--- src/design/lasm_pkg.sv ---
// shared types and constants of the line aware substring matcher
package lasm_pkg;

  localparam int PATTERN_MAX_DEF = 16;
  localparam int QUEUE_DEPTH_DEF = 4;
  localparam int REG_BYTES       = 16;
  localparam int CFG_DATA_W      = 64;
  localparam int CFG_INDEX_W     = 2;
  localparam int LEN_W           = 5;
  localparam int ROW_W           = 20;
  localparam int COL_W           = 16;
  localparam int COUNT_W         = 20;

  localparam logic [7:0]         NEWLINE_BYTE = 8'h0A;
  localparam logic [ROW_W-1:0]   ROW_MAX      = '1;
  localparam logic [COL_W-1:0]   COL_MAX      = '1;
  localparam logic [COUNT_W-1:0] COUNT_MAX    = '1;

  typedef enum logic [CFG_INDEX_W-1:0] {
    CFG_PATTERN_LENGTH    = 2'd0,
    CFG_PATTERN_WORD_LOW  = 2'd1,
    CFG_PATTERN_WORD_HIGH = 2'd2
  } cfg_index_t;

  typedef struct packed {
    logic [7:0] text_byte;
    logic       file_start;
  } in_word_t;

  typedef struct packed {
    logic [ROW_W-1:0]   match_row;
    logic [COL_W-1:0]   match_column;
    logic [COUNT_W-1:0] matches_in_file;
  } out_word_t;

  typedef struct packed {
    logic      push;
    out_word_t word;
  } queue_wr_t;

  typedef struct packed {
    logic      pop;
  } queue_rd_t;

  typedef struct packed {
    logic      not_empty;
    out_word_t word;
  } queue_head_t;

endpackage

--- src/design/line_aware_substring_matcher.sv ---
// top level of the line aware substring matcher
//
// input side is a queue: drive in_word and raise in_push; the word is taken
// at a clock edge where in_full is low. one text byte per word, file_start
// marks the first byte of a new file and restarts row, column and count.
// result side is a queue: while out_empty is low the oldest match is on
// out_word (row, start column, running count); raise out_pop to take it.
// the user must set the pattern through cfg_wr_en / cfg_index / cfg_data
// only while idle; the block does not enforce it. index 0 length, 1 bytes
// 0 to 7, 2 bytes 8 to 15, other indexes ignored. throughput is one byte
// per cycle while in_full is low; the window compare is a combinational
// parallel compare of all window bytes in the front end. if the receiver
// stalls, matches collect in a QUEUE_DEPTH entry queue plus the output
// register; in_full rises when the queue is full and bytes wait.
// synchronous reset clears line state, counters, pattern and queues; the
// block takes words in the first cycle after reset.
module line_aware_substring_matcher #(
  parameter int PATTERN_MAX = lasm_pkg::PATTERN_MAX_DEF,
  parameter int QUEUE_DEPTH = lasm_pkg::QUEUE_DEPTH_DEF
) (
  input  logic                             clk,
  input  logic                             rst_n,
  input  logic                             in_push,
  output logic                             in_full,
  input  lasm_pkg::in_word_t               in_word,
  output logic                             out_empty,
  input  logic                             out_pop,
  output lasm_pkg::out_word_t              out_word,
  input  logic                             cfg_wr_en,
  input  logic [lasm_pkg::CFG_INDEX_W-1:0] cfg_index,
  input  logic [lasm_pkg::CFG_DATA_W-1:0]  cfg_data
);

  lasm_pkg::queue_wr_t   queue_wr;
  lasm_pkg::queue_rd_t   queue_rd;
  lasm_pkg::queue_head_t queue_head;
  logic                  queue_full;

  assign in_full = queue_full;

  lasm_front #(
    .PATTERN_MAX (PATTERN_MAX)
  ) u_front (
    .clk        (clk),
    .rst_n      (rst_n),
    .in_push    (in_push),
    .queue_full (queue_full),
    .in_word    (in_word),
    .cfg_wr_en  (cfg_wr_en),
    .cfg_index  (cfg_index),
    .cfg_data   (cfg_data),
    .queue_wr   (queue_wr)
  );

  lasm_queue #(
    .DEPTH (QUEUE_DEPTH)
  ) u_queue (
    .clk        (clk),
    .rst_n      (rst_n),
    .queue_wr   (queue_wr),
    .queue_rd   (queue_rd),
    .queue_head (queue_head),
    .full       (queue_full)
  );

  lasm_back u_back (
    .clk        (clk),
    .rst_n      (rst_n),
    .queue_head (queue_head),
    .queue_rd   (queue_rd),
    .out_empty  (out_empty),
    .out_pop    (out_pop),
    .out_word   (out_word)
  );

endmodule

--- src/design/lasm_front.sv ---
// front end: configuration, line tracking, window compare and result forming
module lasm_front #(
  parameter int PATTERN_MAX = lasm_pkg::PATTERN_MAX_DEF
) (
  input  logic                                clk,
  input  logic                                rst_n,
  input  logic                                in_push,
  input  logic                                queue_full,
  input  lasm_pkg::in_word_t                  in_word,
  input  logic                                cfg_wr_en,
  input  logic [lasm_pkg::CFG_INDEX_W-1:0]    cfg_index,
  input  logic [lasm_pkg::CFG_DATA_W-1:0]     cfg_data,
  output lasm_pkg::queue_wr_t                 queue_wr
);

  localparam int NCMP = (lasm_pkg::REG_BYTES < PATTERN_MAX) ? lasm_pkg::REG_BYTES : PATTERN_MAX;
  localparam logic [lasm_pkg::LEN_W-1:0] LEN_LIMIT = lasm_pkg::LEN_W'(NCMP);

  logic [lasm_pkg::LEN_W-1:0]      pat_len_r;
  logic [lasm_pkg::CFG_DATA_W-1:0] pat_low_r;
  logic [lasm_pkg::CFG_DATA_W-1:0] pat_high_r;

  logic [7:0]                    window_r   [NCMP];
  logic [7:0]                    window_nxt [NCMP];
  logic [lasm_pkg::ROW_W-1:0]    row_r, row_nxt;
  logic [lasm_pkg::COL_W-1:0]    col_r, col_nxt, col_base;
  logic [lasm_pkg::COUNT_W-1:0]  count_r, count_nxt, count_base;
  logic                          prev_nl_r, prev_nl_nxt;

  logic [2*lasm_pkg::CFG_DATA_W-1:0] pat_all;
  logic [NCMP-1:0]                   byte_ok;
  logic                              len_ok, col_ok, hit, accept;
  logic [lasm_pkg::LEN_W-1:0]        pat_idx [NCMP];
  logic [lasm_pkg::COL_W-1:0]        start_col;

  // configuration writes
  always_ff @(posedge clk) begin
    if (!rst_n) begin
      pat_len_r  <= '0;
      pat_low_r  <= '0;
      pat_high_r <= '0;
    end else if (cfg_wr_en) begin
      unique case (lasm_pkg::cfg_index_t'(cfg_index))
        lasm_pkg::CFG_PATTERN_LENGTH:    pat_len_r  <= cfg_data[lasm_pkg::LEN_W-1:0];
        lasm_pkg::CFG_PATTERN_WORD_LOW:  pat_low_r  <= cfg_data;
        lasm_pkg::CFG_PATTERN_WORD_HIGH: pat_high_r <= cfg_data;
        default: ;
      endcase
    end
  end

  assign accept  = in_push && !queue_full;
  assign pat_all = {pat_high_r, pat_low_r};

  // line bookkeeping
  always_comb begin
    if (in_word.file_start) begin
      row_nxt    = lasm_pkg::ROW_W'(1);
      col_base   = '0;
      count_base = '0;
    end else if (prev_nl_r) begin
      row_nxt    = (row_r == lasm_pkg::ROW_MAX) ? row_r : row_r + 1'b1;
      col_base   = '0;
      count_base = count_r;
    end else begin
      row_nxt    = row_r;
      col_base   = col_r;
      count_base = count_r;
    end
    col_nxt     = (col_base == lasm_pkg::COL_MAX) ? col_base : col_base + 1'b1;
    prev_nl_nxt = (in_word.text_byte == lasm_pkg::NEWLINE_BYTE);
    window_nxt[0] = in_word.text_byte;
    for (int i = 1; i < NCMP; i++) begin
      window_nxt[i] = window_r[i-1];
    end
  end

  // window compare, newest byte against the last pattern byte
  always_comb begin
    for (int j = 0; j < NCMP; j++) begin
      pat_idx[j] = pat_len_r - 1'b1 - lasm_pkg::LEN_W'(j);
      byte_ok[j] = (lasm_pkg::LEN_W'(j) >= pat_len_r) ||
                   (window_nxt[j] == pat_all[8*pat_idx[j][3:0] +: 8]);
    end
    len_ok = (pat_len_r != '0) && (pat_len_r <= LEN_LIMIT);
    col_ok = (col_nxt >= lasm_pkg::COL_W'(pat_len_r));
    hit    = len_ok && col_ok && (&byte_ok);
    count_nxt = (hit && count_base != lasm_pkg::COUNT_MAX) ? count_base + 1'b1 : count_base;
    start_col = (col_nxt == lasm_pkg::COL_MAX) ? lasm_pkg::COL_MAX
              : col_nxt - lasm_pkg::COL_W'(pat_len_r) + 1'b1;
  end

  always_ff @(posedge clk) begin
    if (!rst_n) begin
      row_r     <= lasm_pkg::ROW_W'(1);
      col_r     <= '0;
      count_r   <= '0;
      prev_nl_r <= 1'b0;
      for (int i = 0; i < NCMP; i++) begin
        window_r[i] <= '0;
      end
    end else if (accept) begin
      row_r     <= row_nxt;
      col_r     <= col_nxt;
      count_r   <= count_nxt;
      prev_nl_r <= prev_nl_nxt;
      for (int i = 0; i < NCMP; i++) begin
        window_r[i] <= window_nxt[i];
      end
    end
  end

  always_comb begin
    queue_wr.push                 = accept && hit;
    queue_wr.word.match_row       = row_nxt;
    queue_wr.word.match_column    = start_col;
    queue_wr.word.matches_in_file = count_nxt;
  end

endmodule

--- src/design/lasm_queue.sv ---
// small result queue between front and back
module lasm_queue #(
  parameter int DEPTH = lasm_pkg::QUEUE_DEPTH_DEF
) (
  input  logic                  clk,
  input  logic                  rst_n,
  input  lasm_pkg::queue_wr_t   queue_wr,
  input  lasm_pkg::queue_rd_t   queue_rd,
  output lasm_pkg::queue_head_t queue_head,
  output logic                  full
);

  localparam int PTR_W = (DEPTH > 1) ? $clog2(DEPTH) : 1;
  localparam int CNT_W = $clog2(DEPTH + 1);
  localparam logic [PTR_W-1:0] PTR_LAST = PTR_W'(DEPTH - 1);
  localparam logic [CNT_W-1:0] CNT_FULL = CNT_W'(DEPTH);

  lasm_pkg::out_word_t entry_r [DEPTH];
  logic [PTR_W-1:0]    wr_ptr_r, wr_ptr_nxt;
  logic [PTR_W-1:0]    rd_ptr_r, rd_ptr_nxt;
  logic [CNT_W-1:0]    count_r, count_nxt;
  logic                do_push, do_pop;

  assign full    = (count_r == CNT_FULL);
  assign do_push = queue_wr.push && !full;
  assign do_pop  = queue_rd.pop && (count_r != '0);

  always_comb begin
    wr_ptr_nxt = wr_ptr_r;
    rd_ptr_nxt = rd_ptr_r;
    count_nxt  = count_r;
    if (do_push) begin
      wr_ptr_nxt = (wr_ptr_r == PTR_LAST) ? '0 : wr_ptr_r + 1'b1;
    end
    if (do_pop) begin
      rd_ptr_nxt = (rd_ptr_r == PTR_LAST) ? '0 : rd_ptr_r + 1'b1;
    end
    if (do_push && !do_pop) begin
      count_nxt = count_r + 1'b1;
    end else if (do_pop && !do_push) begin
      count_nxt = count_r - 1'b1;
    end
  end

  always_ff @(posedge clk) begin
    if (!rst_n) begin
      wr_ptr_r <= '0;
      rd_ptr_r <= '0;
      count_r  <= '0;
    end else begin
      wr_ptr_r <= wr_ptr_nxt;
      rd_ptr_r <= rd_ptr_nxt;
      count_r  <= count_nxt;
    end
  end

  always_ff @(posedge clk) begin
    if (do_push) begin
      entry_r[wr_ptr_r] <= queue_wr.word;
    end
  end

  always_comb begin
    queue_head.not_empty = (count_r != '0);
    queue_head.word      = entry_r[rd_ptr_r];
  end

endmodule

--- src/design/lasm_back.sv ---
// back end: output register that drains the queue toward the receiver
module lasm_back (
  input  logic                  clk,
  input  logic                  rst_n,
  input  lasm_pkg::queue_head_t queue_head,
  output lasm_pkg::queue_rd_t   queue_rd,
  output logic                  out_empty,
  input  logic                  out_pop,
  output lasm_pkg::out_word_t   out_word
);

  logic                valid_r, valid_nxt;
  lasm_pkg::out_word_t word_r;
  logic                load;

  assign load      = queue_head.not_empty && (!valid_r || out_pop);
  assign valid_nxt = load || (valid_r && !out_pop);

  always_ff @(posedge clk) begin
    if (!rst_n) begin
      valid_r <= 1'b0;
    end else begin
      valid_r <= valid_nxt;
    end
  end

  always_ff @(posedge clk) begin
    if (load) begin
      word_r <= queue_head.word;
    end
  end

  assign queue_rd.pop = load;
  assign out_empty    = !valid_r;
  assign out_word     = word_r;

endmodule
--- config.mk ---
export PLATFORM = sky130hd
export DESIGN_NAME = line_aware_substring_matcher
export DESIGN_NICKNAME = d
export VERILOG_FILES = /design/src/design/lasm_pkg.sv /design/src/design/line_aware_substring_matcher.sv /design/src/design/lasm_front.sv /design/src/design/lasm_queue.sv /design/src/design/lasm_back.sv
export SDC_FILE = /design/constraint.sdc
export NUM_CORES = 1
export LEC_CHECK = 0
export BUFFER_PORTS_ARGS = -buffer_cell sky130_fd_sc_hd__buf_2
export CORE_MARGIN = 4
export CORE_UTILIZATION = 50
export CTS_CLUSTER_DIAMETER = 40
export CTS_CLUSTER_SIZE = 24
export DETAILED_ROUTE_END_ITERATION = 16
export PLACE_DENSITY = 0.69
export SYNTH_ARGS = -nofsm -noshare
export SYNTH_HDL_FRONTEND = slang
export SYNTH_HIERARCHICAL = 1
export SYNTH_SLANG_ARGS = --single-unit
--- constraint.sdc ---
create_clock -name clk -period 7.9 [get_ports clk]
set_input_delay 1.185 -clock clk [delete_from_list [all_inputs] [get_ports clk]]
set_output_delay 1.185 -clock clk [all_outputs]
set_load 0.05 [all_outputs]
-- After elaboration in Yosys (flattened, before gate mapping)
Memories as Yosys holds them, arrays and structs flattened. A register that Yosys moved wholly into a read port is not among the register bits.
Index checks and enable logic that the tools add are counted.
W data, S select, Z words.
- bits in registers: 198
- RAM bits: 352
- bits of input ports: 80
- output and inout port bits: 58
- logic and storage cells: 192
- memories kept: 2
- add/subtract/negate cells: 25
- magnitude comparators: 18
- equal/unequal tests: 26
- shifts and indexed selects: 16
- muxes and demuxes: 35
- bitwise gates (word level): 16
- reductions and logical operators: 43
- memories (name ; depth ; width ; rd ports ; clocked after Yosys merged registers in ; wr ports ; RTL line ; RTL):
    u_queue.entry_r ; 4 ; 56 ; 1 ; 1 ; 1 ; lasm_queue.sv:18 ; lasm_pkg::out_word_t entry_r [DEPTH];
    u_front.window_r ; 16 ; 8 ; 15 ; 0 ; 16 ; lasm_front.sv:23 ; logic [7:0] window_r [NCMP];
- operator list (operator ; number):
    $shiftx A128 B8 Y8 ; 16
    $eq A8 B8 Y1 ; 16
    $mux W8 ; 16
    $mux W20 ; 5
    $mux W16 ; 4
    $add A20 B1 Y20 const B ; 2
    $ge A4 B5 Y1 const A ; 8
    $add A16 B1 Y16 const B ; 2
    $eq A16 B16 Y1 const B ; 2
    $sub A4 B4 Y4 const B ; 8
    $eq A20 B20 Y1 const B ; 1
    $ge A3 B5 Y1 const A ; 4
    $ne A20 B20 Y1 const B ; 1
    $logic_or A1 B1 Y1 ; 18
    $ge A16 B5 Y1 ; 1
    $or A1 B1 Y1 ; 16
    $reduce_and A16 Y1 ; 1
    $sub A16 B5 Y16 ; 1
    $sub A4 B3 Y4 const B ; 4
    $logic_and A1 B1 Y1 ; 12
    $ge A1 B5 Y1 const A ; 2
    $ge A2 B5 Y1 const A ; 2
    $eq A8 B4 Y1 const B ; 1
    $sub A4 B1 Y4 const B ; 2
    other kinds (17) ; 34

-- Depth between registers and ports, before layout
- depth after elaboration: 13
- gate-level depth with buffers: 36
- depth with buffers taken out: 31

-- Modules after synthesis
The synthesis kept the hierarchy.
- modules (own cells, without submodules) (module ; times used ; cells each ; area each (um2) ; seq. area each (um2)):
    lasm_front ; 1 ; 2369 ; 23085.9 ; 7407.1
    lasm_queue ; 1 ; 343 ; 8592.0 ; 6906.6
    lasm_back ; 1 ; 61 ; 1732.9 ; 1701.6

-- Worst setup path after synthesis
Ideal clock, no wire load.
- path type: reg2reg
- start point: register u_front/pat_len_r[0] (netlist name)
- end point: memory u_queue/entry_r[0][0] (netlist name), enable pin
- library setup time: 0.420 ns
- data arrival time: 7.801 ns
- data required time: 7.480 ns
- setup slack: -0.321 ns
- cell stages (with the launch flop): 30
- buffers on the path: 12
- clock period less this slack: 8.221 ns
- cells stage by stage: dfxtp_1 -> buf_4 -> buf_6 -> inv_1 -> clkbuf_1 -> ha_1 -> buf_2 -> buf_4 -> buf_4 -> buf_2 -> buf_2 -> inv_1 -> ha_1 -> clkbuf_1 -> or4_4 -> a21o_1 -> a211oi_4 -> mux4_1 -> xor2_1 -> nor4_2 -> nand3_1 -> o41ai_2 -> and4_1 -> buf_4 -> buf_2 -> o211ai_1 -> nor2_1 -> nor2b_1 -> buf_2 -> and2_1
- RTL lines (element ; RTL line ; RTL):
    start, declared ; lasm_front.sv:19 ; logic [lasm_pkg::LEN_W-1:0] pat_len_r;
    start signal, assigned ; lasm_front.sv:44 ; lasm_pkg::CFG_PATTERN_LENGTH: pat_len_r <= cfg_data[lasm_pkg::LEN_W-1:0];
    end, declared ; lasm_queue.sv:18 ;

==> flow_metrics.py <==
metrics = {
    "setup_path": {
        "cpPeakStageDelay_ns": 0.75,
        "cp_slowest_cell": "nand4_2",
        "worstRegToRegCells": 25,
        "cp_max_fo": 27,
        "required_ns": 8.45,
        "critPathMostFrequentCell": "ha_1",
        "r2r_setup_slack_ns": 0.72,
        "cp-end-kind": "register",
        "worst-setup-path-type": "reg -> reg",
        "arrival_ns": 7.73,
        "crit_path_start_kind": "register",
    },
    "synth": {
        "seq_area_frac_synth_pct": 47.9,
        "syn-cell-area_sq_um": 33400,
        "ys_dominant_reg_cell": "edfxtp_1",
        "yosys-top-cells-count": "400 x edfxtp_1, 387 x nand2_1, 232 x mux4_2, 224 x a21oi_1, 200 x dfxtp_1",
        "async_flop_share_pct": 0,
        "yosysTopAreaCell": "edfxtp_1",
        "yosysWarnings": 6,
        "synth_edf_count": 400,
        "synth_area_leaders": "edfxtp_1 36%, mux4_2 16%, dfxtp_1 12%",
        "synthesis.instances": 2773,
        "synth.net_count": 2907,
        "ys_ff_latch": 600,
        "synth.avg_cell_area_sq_um": 12.0,
        "ys_types": 89,
        "synthMostInstantiatedCell": "edfxtp_1",
        "netlist.area_leader.share_pct": 36.0,
    },
    "clock_network": {
        "cts_root_buf": "clkbuf_16",
        "ctsResizeCount": 0,
        "cts_htree_levels": 3,
        "clock_latency_ns": 0.65,
        "cts_tree": "done",
        "cts_buffers": 93,
        "clock_path_buffers": 3,
        "clkSlewWorstSetupHoldPaths_ns": 0.06,
        "cts_sinks": 600,
        "ctsHoldBuffers": 0,
        "post_cts_buffers": 0,
    },
    "die": {
        "rows": 94,
        "die_x_microns": 267,
        "core_area_sq_um": 66000,
        "initial_core_util_pct": 50.6,
        "pin_count": 138,
        "die_area_sq_um": 71000,
        "die_y_microns": 267,
    },
    "sta": {
        "worst_pin_slew_ns": 1.07,
        "setup-violations-final": 0,
        "layout_min_cycle_time_ns": 7.18,
        "max_slew_margin_pct": 28.9,
        "max_freq_mhz": 139,
        "finClkSkew_ns": 0.0212,
        "rsz0062_at_grt": "false",
        "hold_viol": 0,
        "drv_slew": 0,
        "setup_tns_ns": 0,
        "finalCritPeriodShare_pct": 90.9,
    },
    "placed_design": {
        "gp_congestion": 1.01,
        "portBuffers": 137,
        "place_hpwl_microns": 66800,
    },
    "pwr": {
        "pwr-share-comb_pct": 13.6,
        "switching_share_pct": 28.0,
        "vdd_drop_max_mv": 0.204,
        "leakagePower_nw": 13.6,
        "clkPwrFrac_pct": 46.8,
        "intPower_mw": 6.57,
        "power.density_nw_per_um2": 240,
        "p_seq_share_pct": 39.7,
        "total_power_mw": 9.12,
        "power.switching_mw": 2.55,
    },
    "run": {
        "maxCapViolCount": 0,
    },
    "global_route": {
        "grt_pass1_wl_microns": 145000,
        "antenna_found_initial": 2,
        "grt_overflow": 0,
        "grt_pass1_vias": 23700,
        "grt_max_degree": 153,
        "track_usage_pct": 26.6,
    },
    "detailed_routing": {
        "drt-total-wl_microns": 95000,
        "viasPerCell": 6.36,
        "drc": 0,
        "drt_iter0_markers": 2790,
        "vias": 24200,
        "post_drt_wl_per_cell_microns": 25.0,
        "drtPass1Iterations": 5,
        "postRouteAntennaNets": 0,
    },
    "cells_and_area": {
        "nets": 2995,
        "drive_above_1_share_pct": 22.0,
        "syn_to_final_growth_pct": 13.9,
    },
    "worst_hold_path": {
        "min_path_cells": 2,
        "hp-class": "reg -> reg",
    },
    "status": {
        "status": "complete, no violations",
    },
}
## cell usage in the layout, fill, tap and decap left out, drive strengths merged, types with 107 or more instances in the layout
cell type  instances
nand2            387
buf              189
edfxtp           400
nor2             107
a21oi            225
dfxtp            200
and3             119
mux2i            116
mux4             246
clkbuf           109
## critical path: cells and delay by family (launching register included)
| family | cells | cell delay, ns |
|---|---|---|
| AND/OR/NAND/NOR | 8 | 2.73 |
| buffers and inverters | 4 | 0.57 |
| AO/OA/AOI/OAI | 7 | 1.93 |
| flip-flops | 1 | 0.35 |
| XOR/XNOR | 2 | 0.36 |
| adder cells (fa/ha/maj) | 4 | 1.16 |
## layout make-up
type	count	area, sq um
fillers	5284	27900
multi-input cells	1932	16300
flip-flops and latches	600	16000
clock buffers	109	2510
repair buffers	189	1130
well taps	864	1080
clock inverters	67	820
inverters	45	174
diodes	1	2.50
## logic make-up (layout without fill, tap and decap cells)
kind of cell | count (synthesis) | count (layout) | share of synthesized area [%]
simple gates | 913 | 913 | 13.4
flops | 600 | 600 | 47.9
compound gates | 409 | 409 | 7.37
mux | 381 | 381 | 20.9
buf+inv | 241 | 410 | 3.48
xor+xnor | 174 | 174 | 4.83
fa+ha+maj | 55 | 55 | 2.12
other cells | 0 | 1 | 0
## layer usage
metal | track usage [%] | routed length, microns | vias to the layer above
met5 | 0 | 0 | -
met2 | 44.1 | 45900 | 1205
met4 | 11.2 | 4760 | 0
met3 | 4.57 | 7520 | 257
li1 | - | - | 10700
met1 | 34.8 | 36900 | 12000
## flip-flops by register name (all words and copies together), names as in the netlist, 3 cells and up, named ones only
signal,flops
u_front/pat_low_r,64
u_front/count_r,20
u_back/out_word,56
u_front/col_r,16
u_front/row_r,20
u_queue/entry_r,224
u_front/pat_high_r,64
u_front/pat_len_r,5
u_queue/count_r,3
u_front/window_r,120
## path summary, 6_finish.rpt
path / startpoint / endpoint
worst min-delay path: u_front/count_r[19]$_SDFFE_PN0P_ / u_front/count_r[19]$_SDFFE_PN0P_
worst max-delay path: u_front/pat_len_r[0]$_SDFFE_PN0P_ / u_queue/count_r[2]$_SDFFE_PN0P_
worst max register to register: u_front/pat_len_r[0]$_SDFFE_PN0P_ / u_queue/count_r[2]$_SDFFE_PN0P_
worst min register to register: u_front/count_r[19]$_SDFFE_PN0P_ / u_front/count_r[19]$_SDFFE_PN0P_
## power by group through the flow
stage	Clock [mW]	Combinational, mW	Sequential, mW
3_5_place_dp	0	1.22	3.68
3_3_place_gp	0	1.20	3.68
4_1_cts	4.34	1.22	3.62
2_1_floorplan	0	0.754	3.77
6_report	4.27	1.24	3.62
5_1_grt	4.49	1.30	3.63
## through the flow
stage	instances	worst slack (ns)	instance area, sq um	hold slack (ns)	utilization (%)
6_report	3807	0.717	38000	0.469	57.7
5_1_grt	3807	0.456	38000	0.517	57.7
4_1_cts	3806	0.923	38000	0.471	57.7
3_5_place_dp	3630	0.397	34700	0.465	52.6
3_3_place_gp	3630	0.615	34700	0.455	52.6
2_1_floorplan	2773	0.196	33400	0.446	-
Power figures use the tool's default switching activity.
